<file path="config.mk">
export PLATFORM = sky130hd
export DESIGN_NAME = giop_header_deframer_core
export DESIGN_NICKNAME = d
export VERILOG_FILES = /design/src/ghd_pkg.sv /design/src/ghd_cfg_regs.sv /design/src/ghd_parser.sv /design/src/ghd_out_fifo.sv /design/src/giop_header_deframer_core.sv
export SDC_FILE = /design/constraint.sdc
export NUM_CORES = 1
export LEC_CHECK = 0
export BUFFER_PORTS_ARGS = -buffer_cell sky130_fd_sc_hd__buf_4
export CELL_PAD_IN_SITES_DETAIL_PLACEMENT = 1
export CELL_PAD_IN_SITES_GLOBAL_PLACEMENT = 1
export CORE_UTILIZATION = 45
export DETAILED_ROUTE_END_ITERATION = 7
export PLACE_DENSITY_LB_ADDON = 0.05
export SLEW_MARGIN = 25
export SYNTH_ARGS = -nofsm -noshare
export SYNTH_HDL_FRONTEND = slang
export SYNTH_SLANG_ARGS = --single-unit
</file>
<file path="constraint.sdc">
create_clock -name clk -period 3.2 [get_ports clk]
set_input_delay 0.64 -clock clk [delete_from_list [all_inputs] [get_ports clk]]
set_output_delay 0.64 -clock clk [all_outputs]
set_load 0.005 [all_outputs]
</file>
<file path="src/ghd_pkg.sv">
// ---------------------------------------------------------------------------
// GIOP header deframer package
// Shared types, register indexes and header constants.
// ---------------------------------------------------------------------------
`default_nettype none

package ghd_pkg;

  localparam int unsigned CFG_IDX_W  = 8;
  localparam int unsigned CFG_DATA_W = 8;
  localparam int unsigned TDATA_W    = 88;

  localparam logic [CFG_IDX_W-1:0] REG_MAX_MINOR = 8'd0;
  localparam logic [CFG_IDX_W-1:0] REG_STRICT    = 8'd1;

  localparam logic [3:0][7:0] MAGIC      = {8'h50, 8'h4F, 8'h49, 8'h47};
  localparam logic [7:0]      GIOP_MAJOR = 8'h01;
  localparam logic [7:0]      FRAG_MINOR = 8'h02;
  localparam logic [7:0]      FLAG_RSVD  = 8'hFC;
  localparam logic [3:0]      HDR_LAST   = 4'd11;
  localparam logic [3:0]      ID_BYTES   = 4'd4;

  typedef enum logic [1:0] {
    PH_HEADER  = 2'd0,
    PH_PAYLOAD = 2'd1,
    PH_REQID   = 2'd2
  } phase_t;

  typedef enum logic [2:0] {
    EV_HDR_OK      = 3'd0,
    EV_MSG_END     = 3'd1,
    EV_BAD_MAGIC   = 3'd2,
    EV_BAD_VERSION = 3'd3,
    EV_BAD_FLAGS   = 3'd4,
    EV_REQ_ID      = 3'd5
  } event_t;

  typedef struct packed {
    logic [7:0] max_minor;
    logic       strict;
  } cfg_t;

  typedef struct packed {
    logic        ends_message;
    logic [31:0] req_tag;
    logic [31:0] body_len;
    logic [7:0]  msg_kind;
    logic        frag_follow;
    logic        little_end;
    logic [7:0]  version_minor;
    event_t      event_res;
  } res_t;

endpackage

`default_nettype wire

</file>
<file path="src/ghd_cfg_regs.sv">
// ---------------------------------------------------------------------------
// GIOP header deframer configuration registers
// Holds the minor version limit and the strict flags switch.
// ---------------------------------------------------------------------------
`default_nettype none

module ghd_cfg_regs (
  input  wire logic                           clk,
  input  wire logic                           rst,
  input  wire logic                           cfg_valid,
  output logic                                cfg_ready,
  input  wire logic [ghd_pkg::CFG_IDX_W-1:0]  cfg_index,
  input  wire logic [ghd_pkg::CFG_DATA_W-1:0] cfg_data,
  output ghd_pkg::cfg_t                       cfg
);
  import ghd_pkg::*;

  assign cfg_ready = 1'b1;

  always_ff @(posedge clk) begin
    if (rst) begin
      cfg.max_minor <= 8'd2;
      cfg.strict    <= 1'b1;
    end else if (cfg_valid) begin
      case (cfg_index)
        REG_MAX_MINOR: cfg.max_minor <= cfg_data[7:0];
        REG_STRICT:    cfg.strict    <= cfg_data[0];
        default: ;
      endcase
    end
  end

endmodule

`default_nettype wire

</file>
<file path="src/ghd_parser.sv">
// ---------------------------------------------------------------------------
// GIOP header deframer parser
// Input word register, header/payload state and one-step result decode.
// ---------------------------------------------------------------------------
`default_nettype none

module ghd_parser (
  input  wire logic          clk,
  input  wire logic          rst,
  input  wire ghd_pkg::cfg_t cfg,
  input  wire logic          in_valid,
  output logic               in_ready,
  input  wire logic [7:0]    in_byte,
  input  wire logic          out_space,
  output logic               res_valid,
  output ghd_pkg::res_t      res
);
  import ghd_pkg::*;

  logic        byte_full;
  logic [7:0]  byte_reg;
  logic        step;

  phase_t      phase, phase_next;
  logic [3:0]  cnt, cnt_next, cnt_inc;
  logic [7:0]  minor, minor_next;
  logic [1:0]  flags, flags_next;
  logic [7:0]  mtype, mtype_next;
  logic [31:0] size_acc, size_next, size_shift;
  logic [31:0] remaining, remaining_next, rem_dec;
  logic [31:0] id_acc, id_next, id_shift;
  logic        hit;
  res_t        res_val;

  assign step     = byte_full && out_space;
  assign in_ready = !byte_full || step;

  always_ff @(posedge clk) begin
    if (rst) begin
      byte_full <= 1'b0;
    end else if (in_ready) begin
      byte_full <= in_valid;
    end
  end

  always_ff @(posedge clk) begin
    if (in_valid && in_ready) begin
      byte_reg <= in_byte;
    end
  end

  always_ff @(posedge clk) begin
    if (rst) begin
      phase     <= PH_HEADER;
      cnt       <= '0;
      minor     <= '0;
      flags     <= '0;
      mtype     <= '0;
      size_acc  <= '0;
      remaining <= '0;
      id_acc    <= '0;
    end else if (step) begin
      phase     <= phase_next;
      cnt       <= cnt_next;
      minor     <= minor_next;
      flags     <= flags_next;
      mtype     <= mtype_next;
      size_acc  <= size_next;
      remaining <= remaining_next;
      id_acc    <= id_next;
    end
  end

  always_ff @(posedge clk) begin
    if (rst) begin
      res_valid <= 1'b0;
    end else begin
      res_valid <= step && hit;
    end
  end

  always_ff @(posedge clk) begin
    res <= res_val;
  end

  always_comb begin
    phase_next     = phase;
    cnt_next       = cnt;
    minor_next     = minor;
    flags_next     = flags;
    mtype_next     = mtype;
    size_next      = size_acc;
    remaining_next = remaining;
    id_next        = id_acc;
    hit            = 1'b0;
    rem_dec        = remaining - 32'd1;
    cnt_inc        = cnt + 4'd1;
    size_shift     = flags[0] ? (size_acc | ({24'd0, byte_reg} << {cnt[1:0], 3'b000}))
                              : {size_acc[23:0], byte_reg};
    id_shift       = flags[0] ? (id_acc | ({24'd0, byte_reg} << {cnt[1:0], 3'b000}))
                              : {id_acc[23:0], byte_reg};
    res_val               = '0;
    res_val.version_minor = minor;
    res_val.little_end    = flags[0];
    res_val.frag_follow   = flags[1];
    res_val.msg_kind      = mtype;
    res_val.body_len      = size_acc;
    res_val.event_res     = EV_HDR_OK;

    case (phase)
      PH_REQID: begin
        remaining_next = rem_dec;
        id_next        = id_shift;
        cnt_next       = cnt_inc;
        if (cnt_inc >= ID_BYTES) begin
          cnt_next             = '0;
          phase_next           = (rem_dec == 32'd0) ? PH_HEADER : PH_PAYLOAD;
          hit                  = 1'b1;
          res_val.event_res    = EV_REQ_ID;
          res_val.req_tag      = id_shift;
          res_val.ends_message = (rem_dec == 32'd0);
        end
      end
      PH_PAYLOAD: begin
        remaining_next = rem_dec;
        if (rem_dec == 32'd0) begin
          phase_next           = PH_HEADER;
          cnt_next             = '0;
          hit                  = 1'b1;
          res_val.event_res    = EV_MSG_END;
          res_val.ends_message = 1'b1;
        end
      end
      default: begin
        phase_next = PH_HEADER;
        cnt_next   = cnt_inc;
        case (cnt)
          4'd0, 4'd1, 4'd2, 4'd3: begin
            if (byte_reg != MAGIC[cnt[1:0]]) begin
              hit               = 1'b1;
              res_val           = '0;
              res_val.event_res = EV_BAD_MAGIC;
              cnt_next          = '0;
            end
          end
          4'd4: begin
            if (byte_reg != GIOP_MAJOR) begin
              hit               = 1'b1;
              res_val           = '0;
              res_val.event_res = EV_BAD_VERSION;
              cnt_next          = '0;
            end
          end
          4'd5: begin
            if (byte_reg > cfg.max_minor) begin
              hit               = 1'b1;
              res_val           = '0;
              res_val.event_res = EV_BAD_VERSION;
              cnt_next          = '0;
            end else begin
              minor_next = byte_reg;
            end
          end
          4'd6: begin
            if (minor == 8'd0) begin
              if (cfg.strict && byte_reg > 8'd1) begin
                hit               = 1'b1;
                res_val           = '0;
                res_val.event_res = EV_BAD_FLAGS;
                cnt_next          = '0;
              end else begin
                flags_next = {1'b0, byte_reg[0]};
              end
            end else begin
              if (cfg.strict && (byte_reg & FLAG_RSVD) != 8'd0) begin
                hit               = 1'b1;
                res_val           = '0;
                res_val.event_res = EV_BAD_FLAGS;
                cnt_next          = '0;
              end else begin
                flags_next = byte_reg[1:0];
              end
            end
          end
          4'd7: begin
            mtype_next = byte_reg;
            size_next  = '0;
          end
          4'd8, 4'd9, 4'd10: begin
            size_next = size_shift;
          end
          HDR_LAST: begin
            size_next        = size_shift;
            cnt_next         = '0;
            id_next          = '0;
            remaining_next   = size_shift;
            hit              = 1'b1;
            res_val.body_len = size_shift;
            if (size_shift == 32'd0) begin
              phase_next           = PH_HEADER;
              res_val.ends_message = 1'b1;
            end else if (flags[1] && minor == FRAG_MINOR && size_shift >= 32'd4) begin
              phase_next = PH_REQID;
            end else begin
              phase_next = PH_PAYLOAD;
            end
          end
          default: ;
        endcase
      end
    endcase
  end

`ifndef SYNTHESIS
  a_body_nonzero: assert property (@(posedge clk) disable iff (rst)
    (phase == PH_PAYLOAD || phase == PH_REQID) |-> remaining != 32'd0)
    else $error("payload phase with nothing left to count");

  a_reqid_cnt: assert property (@(posedge clk) disable iff (rst)
    phase == PH_REQID |-> cnt < ID_BYTES)
    else $error("request id byte count out of range");

  a_hdr_cnt: assert property (@(posedge clk) disable iff (rst)
    phase == PH_HEADER |-> cnt <= HDR_LAST)
    else $error("header byte count out of range");

  a_res_step: assert property (@(posedge clk) disable iff (rst)
    res_valid |-> $past(step))
    else $error("result without a processed word");
`endif

endmodule

`default_nettype wire

</file>
<file path="src/ghd_out_fifo.sv">
// ---------------------------------------------------------------------------
// GIOP header deframer result buffer
// Four-entry queue between the parser and the output channel.
// ---------------------------------------------------------------------------
`default_nettype none

module ghd_out_fifo (
  input  wire logic          clk,
  input  wire logic          rst,
  input  wire logic          push,
  input  wire ghd_pkg::res_t push_data,
  output logic               space,
  output logic               out_valid,
  input  wire logic          out_ready,
  output ghd_pkg::res_t      out_data
);
  import ghd_pkg::*;

  res_t       mem [4];
  logic [1:0] wr_ptr;
  logic [1:0] rd_ptr;
  logic [2:0] count;
  logic       pop;

  // leave room for the result already on its way in
  assign space     = ((count + {2'b0, push}) < 3'd4);
  assign out_valid = (count != 3'd0);
  assign pop       = out_valid && out_ready;
  assign out_data  = mem[rd_ptr];

  always_ff @(posedge clk) begin
    if (push) begin
      mem[wr_ptr] <= push_data;
    end
  end

  always_ff @(posedge clk) begin
    if (rst) begin
      wr_ptr <= 2'd0;
      rd_ptr <= 2'd0;
      count  <= 3'd0;
    end else begin
      if (push) begin
        wr_ptr <= wr_ptr + 2'd1;
      end
      if (pop) begin
        rd_ptr <= rd_ptr + 2'd1;
      end
      count <= count + {2'b0, push} - {2'b0, pop};
    end
  end

`ifndef SYNTHESIS
  a_no_overflow: assert property (@(posedge clk) disable iff (rst)
    push |-> count < 3'd4)
    else $error("push into a full result buffer");

  a_count_range: assert property (@(posedge clk) disable iff (rst)
    count <= 3'd4)
    else $error("result buffer count out of range");

  a_count_track: assert property (@(posedge clk) disable iff (rst)
    $past(!rst) |-> count == $past(count) + {2'b0, $past(push)} - {2'b0, $past(pop)})
    else $error("result buffer count lost track");
`endif

endmodule

`default_nettype wire

</file>
<file path="src/giop_header_deframer_core.sv">
// ---------------------------------------------------------------------------
// GIOP header deframer
// Parses a GIOP byte stream: header checks, payload count, fragment id.
// ---------------------------------------------------------------------------
// Usage:
//   s_* carries one stream byte per word in s_tdata. m_* carries one event
//   per word: m_tuser is the event code, m_tlast marks the word that closes
//   a message, m_tdata holds the header fields and the request id.
//   cfg_* writes the minor version limit (index 0) and the strict flags
//   switch (index 1); cfg_ready is always high. Write only while idle.
// Path: an accepted byte waits in the parser input register, is parsed when
//   the result buffer has room, and its event, if any, is registered in the
//   parser and then written into the result buffer before it can be taken.
// Throughput: one byte per cycle while the result buffer has room, set by
//   the state update of the parser between its input register and the result buffer.
// Stall: a four-entry result buffer, counted together with the event on its
//   way in, keeps input flowing while events wait; when it has no room left
//   the parser holds its byte and s_tready drops.
// Reset: rst is synchronous; the parser hunts for a header, the buffer
//   empties and the registers return to minor limit 2, strict flags on.
// ---------------------------------------------------------------------------
`default_nettype none

module giop_header_deframer_core (
  input  wire logic                           clk,
  input  wire logic                           rst,
  input  wire logic                           s_tvalid,
  output logic                                s_tready,
  // [7:0] data_byte
  input  wire logic [7:0]                     s_tdata,
  output logic                                m_tvalid,
  input  wire logic                           m_tready,
  // [7:0] version_minor, [8] little_end, [9] frag_follow,
  // [17:10] msg_kind, [49:18] body_len, [81:50] req_tag, zero above
  output logic [ghd_pkg::TDATA_W-1:0]         m_tdata,
  // [2:0] event_res
  output logic [2:0]                          m_tuser,
  // ends_message
  output logic                                m_tlast,
  input  wire logic                           cfg_valid,
  output logic                                cfg_ready,
  input  wire logic [ghd_pkg::CFG_IDX_W-1:0]  cfg_index,
  input  wire logic [ghd_pkg::CFG_DATA_W-1:0] cfg_data
);
  import ghd_pkg::*;

  cfg_t cfg;
  logic res_valid;
  res_t res;
  logic space;
  res_t out_res;

  ghd_cfg_regs u_cfg (
    .clk       (clk),
    .rst       (rst),
    .cfg_valid (cfg_valid),
    .cfg_ready (cfg_ready),
    .cfg_index (cfg_index),
    .cfg_data  (cfg_data),
    .cfg       (cfg)
  );

  ghd_parser u_parser (
    .clk       (clk),
    .rst       (rst),
    .cfg       (cfg),
    .in_valid  (s_tvalid),
    .in_ready  (s_tready),
    .in_byte   (s_tdata),
    .out_space (space),
    .res_valid (res_valid),
    .res       (res)
  );

  ghd_out_fifo u_fifo (
    .clk       (clk),
    .rst       (rst),
    .push      (res_valid),
    .push_data (res),
    .space     (space),
    .out_valid (m_tvalid),
    .out_ready (m_tready),
    .out_data  (out_res)
  );

  assign m_tdata = {6'd0,
                    out_res.req_tag,
                    out_res.body_len,
                    out_res.msg_kind,
                    out_res.frag_follow,
                    out_res.little_end,
                    out_res.version_minor};
  assign m_tuser = 3'(out_res.event_res);
  assign m_tlast = out_res.ends_message;

endmodule

`default_nettype wire

</file>
==> run_results.csv <==
group,metric,value,unit
run_status,outcome,"finished, final reports clean",
finish,largest_reg_flops,344,
timing,final.setup_skew,0.0180,ns
critical_path,arrival,3.59,ns
route,wl_met3,2540,um
finish,largestRegisters,"u_fifo.mem (344), u_parser.res (86)",
yosys,synthAdderAreaFrac,0.0151,
global_routing,grt_pass1_vias,15900,
route,first_pass_iters,5,
yosys,synthTopCellsByArea,"edfxtp_1 (46%), dfxtp_1 (20%), mux4_2 (8.4%), nor2_1 (3.7%), a21oi_1 (2.0%)",
run,maxCapViolCount,0,
critical_path,cp-start-kind,"flip-flop",
route,highest_layer,"met5",
pwr,p_per_area,638,nW/um2
clock_network,postCtsHoldBufs,0,
placed_design,io_buffers,116,
yosys,ys_ff_latch,578,
floorplan,start_util,0.459,
yosys,synth_edf_count,352,
yosys,syn_area,23200,um2
floorplan,core,50500,um2
floorplan,die_w,229,um
floorplan,rows,82,
yosys,synth.mux.area_fraction,0.0949,
finish,syn_to_final_growth,18.5,%
timing,hold_viol,0,
finish,final_cells,2645,
pwr,leakagePower,9.50,nW
timing,setup_viol,0,
yosys,yosysWarningCount,0,
yosys,synthCells,1760,
finish,top_register,"u_fifo.mem",
route,met2_length,30200,um
route,antenna_left,0,
route,vias_per_cell,5.75,
clock_network,path_clk_slew,0.06,ns
yosys,synth_compound_area_frac,0.102,
critical_path,end_kind,"flip-flop",
yosys,yosys.area.top_type,"edfxtp_1",
timing,fin_crit_sh,0.966,
timing,worstMarginPinSlew,0.827,ns
yosys,synth_commonest_cells,"edfxtp_1 (352), nor2_1 (229), dfxtp_1 (226), clkbuf_1 (102), a21oi_1 (94)",
placed_design,pre_cts_ws,-0.0359,ns
clock_network,ctsHtreeMaxLevel,2,
global_routing,antenna_found_initial,2,
route,num_vias,15200,
yosys,ys_seq_area_frac,0.651,
route,wl_per_cell,23.7,um
timing,slew_headroom,0.448,
placed_design,dp_hpwl,42700,um
clock_network,clock-root-buffer,"clkbuf_16",
placed_design,dp.cells,2534,
global_routing,grt_pass1_wl,96500,um
yosys,async_reset_ff_frac,0,
placed_design,place.gp.congestion,0.914,
timing,layout_setup_ws,0.108,ns
finish,insertedDiodeCount,0,
global_routing,grt_use_total,0.240,
yosys,synth.top_cell.area_share,0.456,
route,wl,62600,um
timing,drv_slew,0,
yosys,synth_ff_type,"edfxtp_1",
clock_network,clkLatencyLatePin,0.62,ns
pwr,vdd_drop_max,0.473,mV
timing,rsz0062_at_grt,"false",
pwr,totalPowerFinal,17.5,mW
route,drc,0,
critical_path,cp.required,3.70,ns
critical_path,worstSetupPathType,"flip-flop to flip-flop",
clock_network,cts_tree,"built",
yosys,synth_top_family_by_area,"compound AO/OA/AOI/OAI gates",
min_path,hold_path_class,"primary input to flip-flop",
yosys,synth-xor-area-share,0.00529,
clock_network,cts_buffers,58,
finish,fillerInstances,5014,
route,drt-met1-wl,28700,um
floorplan,ios,124,
global_routing,grt.overflow.total,0,
route,drtIter0Drc,958,
floorplan,die_y,229,um
yosys,synth.most_common_cell,"edfxtp_1",
global_routing,grt_max_degree,58,
yosys,syn_avg_cell_area,13.2,um2
timing,max_freq,0.323,GHz
clock_network,clockBufferDepth,3,
yosys,synth_cell_types,67,
critical_path,critPathMaxFanout,6,
finish,nNetsFinal,1981,
timing,min_period,3.09,ns
timing,fin_tns_setup,0,ns
yosys,synthSimpleGateAreaFrac,0.102,
floorplan,die-area,52400,um2
clock_network,clock-sinks,578,
finish,drive_above_1_share,0.226,
-- cells by family after synthesis --
kind of cell / Yosys count
flops: 578
simple gates: 493
compound gates: 363
buf+inv: 170
mux: 112
fa+ha+maj: 28
xor+xnor: 14
other cells: 2
-- power by group --
group / internal [mW] / switching, mW
Clock: 3.90 / 2.90
Combinational: 1.26 / 1.31
Sequential: 8.00 / 0.147
Total: 13.2 / 4.35
-- metal layers --
metal | vias up | track usage
li1 | 6985 | -
met1 | 7832 | 0.337
met2 | 313 | 0.391
met3 | 84 | 0.0368
met4 | 2 | 0.0577
met5 | - | 0
-- cell type report --
type	count	area, um2	share of cell area
tap	672	841	0.0306
sequential	578	15100	0.550
inverter	43	161	0.00588
timing repair buffer	226	1900	0.0691
clock inverter	30	269	0.00980
clock buffer	79	1660	0.0605
multi-input combinational	1017	7520	0.274
-- path summary, 6_finish.rpt --
kind | start | to | slack (ns) | cells after the start
worst max register to register | u_parser.remaining[0]$_SDFFE_PP0P_ | u_parser.cnt[3]$_SDFFE_PP0P_ | 0.11 | 9
worst max-delay path | u_parser.remaining[0]$_SDFFE_PP0P_ | u_parser.cnt[3]$_SDFFE_PP0P_ | 0.11 | 9
worst min register to register | u_parser.mtype[4]$_SDFFE_PP0P_ | u_parser.res[17]$_DFF_P_ | 0.47 | 1
worst min-delay path | s_tdata[6] | u_parser.byte_reg[6]$_DFFE_PP_ | 0.20 | 1
-- cells in the final DEF, fill, tap and decap left out, types with 12 or more instances in the layout --
master and instances:
a211oi_1 26, nand4_1 15, a22oi_1 52, nand3_1 18, o21ai_0 67, buf_4 210, buf_12 16, and2_1 22
nand2b_1 14, mux4_2 86, o211ai_1 15, or3_1 12, mux2i_1 24, nor2_1 229, nor3_1 32, clkbuf_16 59
nand2_1 64, nand3b_1 21, a21oi_1 92, dfxtp_1 223, ha_1 26, inv_1 42, a22o_1 24, a31oi_1 31
nor4_1 22, edfxtp_1 352
-- critical path, stage by stage (launching register included) --
cell and delay (ns):
dfxtp_1 0.31, buf_4 0.15, or4_1 0.57, or4_4 0.46, o31a_1 0.33, a211oi_2 0.25
and4_4 0.28, a31o_2 0.23, o21ai_0 0.12, a32o_1 0.27
-- what timing repair did --
action,CTS,global route
gates resized for setup,1,9
pin swaps,0,3
setup endpoints to repair,2,7
buffers inserted,0,2
-- per-stage QoR --
step / instance area (um2) / utilization / hold WS (ns)
6_report: 27500 / 0.544 / 0.204
4_1_cts: 27400 / 0.543 / 0.178
2_1_floorplan: 23200 / - / 0.430
3_5_place_dp: 25500 / 0.504 / 0.458
3_3_place_gp: 25500 / 0.504 / 0.446
5_1_grt: 27500 / 0.544 / 0.182
Note: power is estimated with default switching activity, not from simulation.
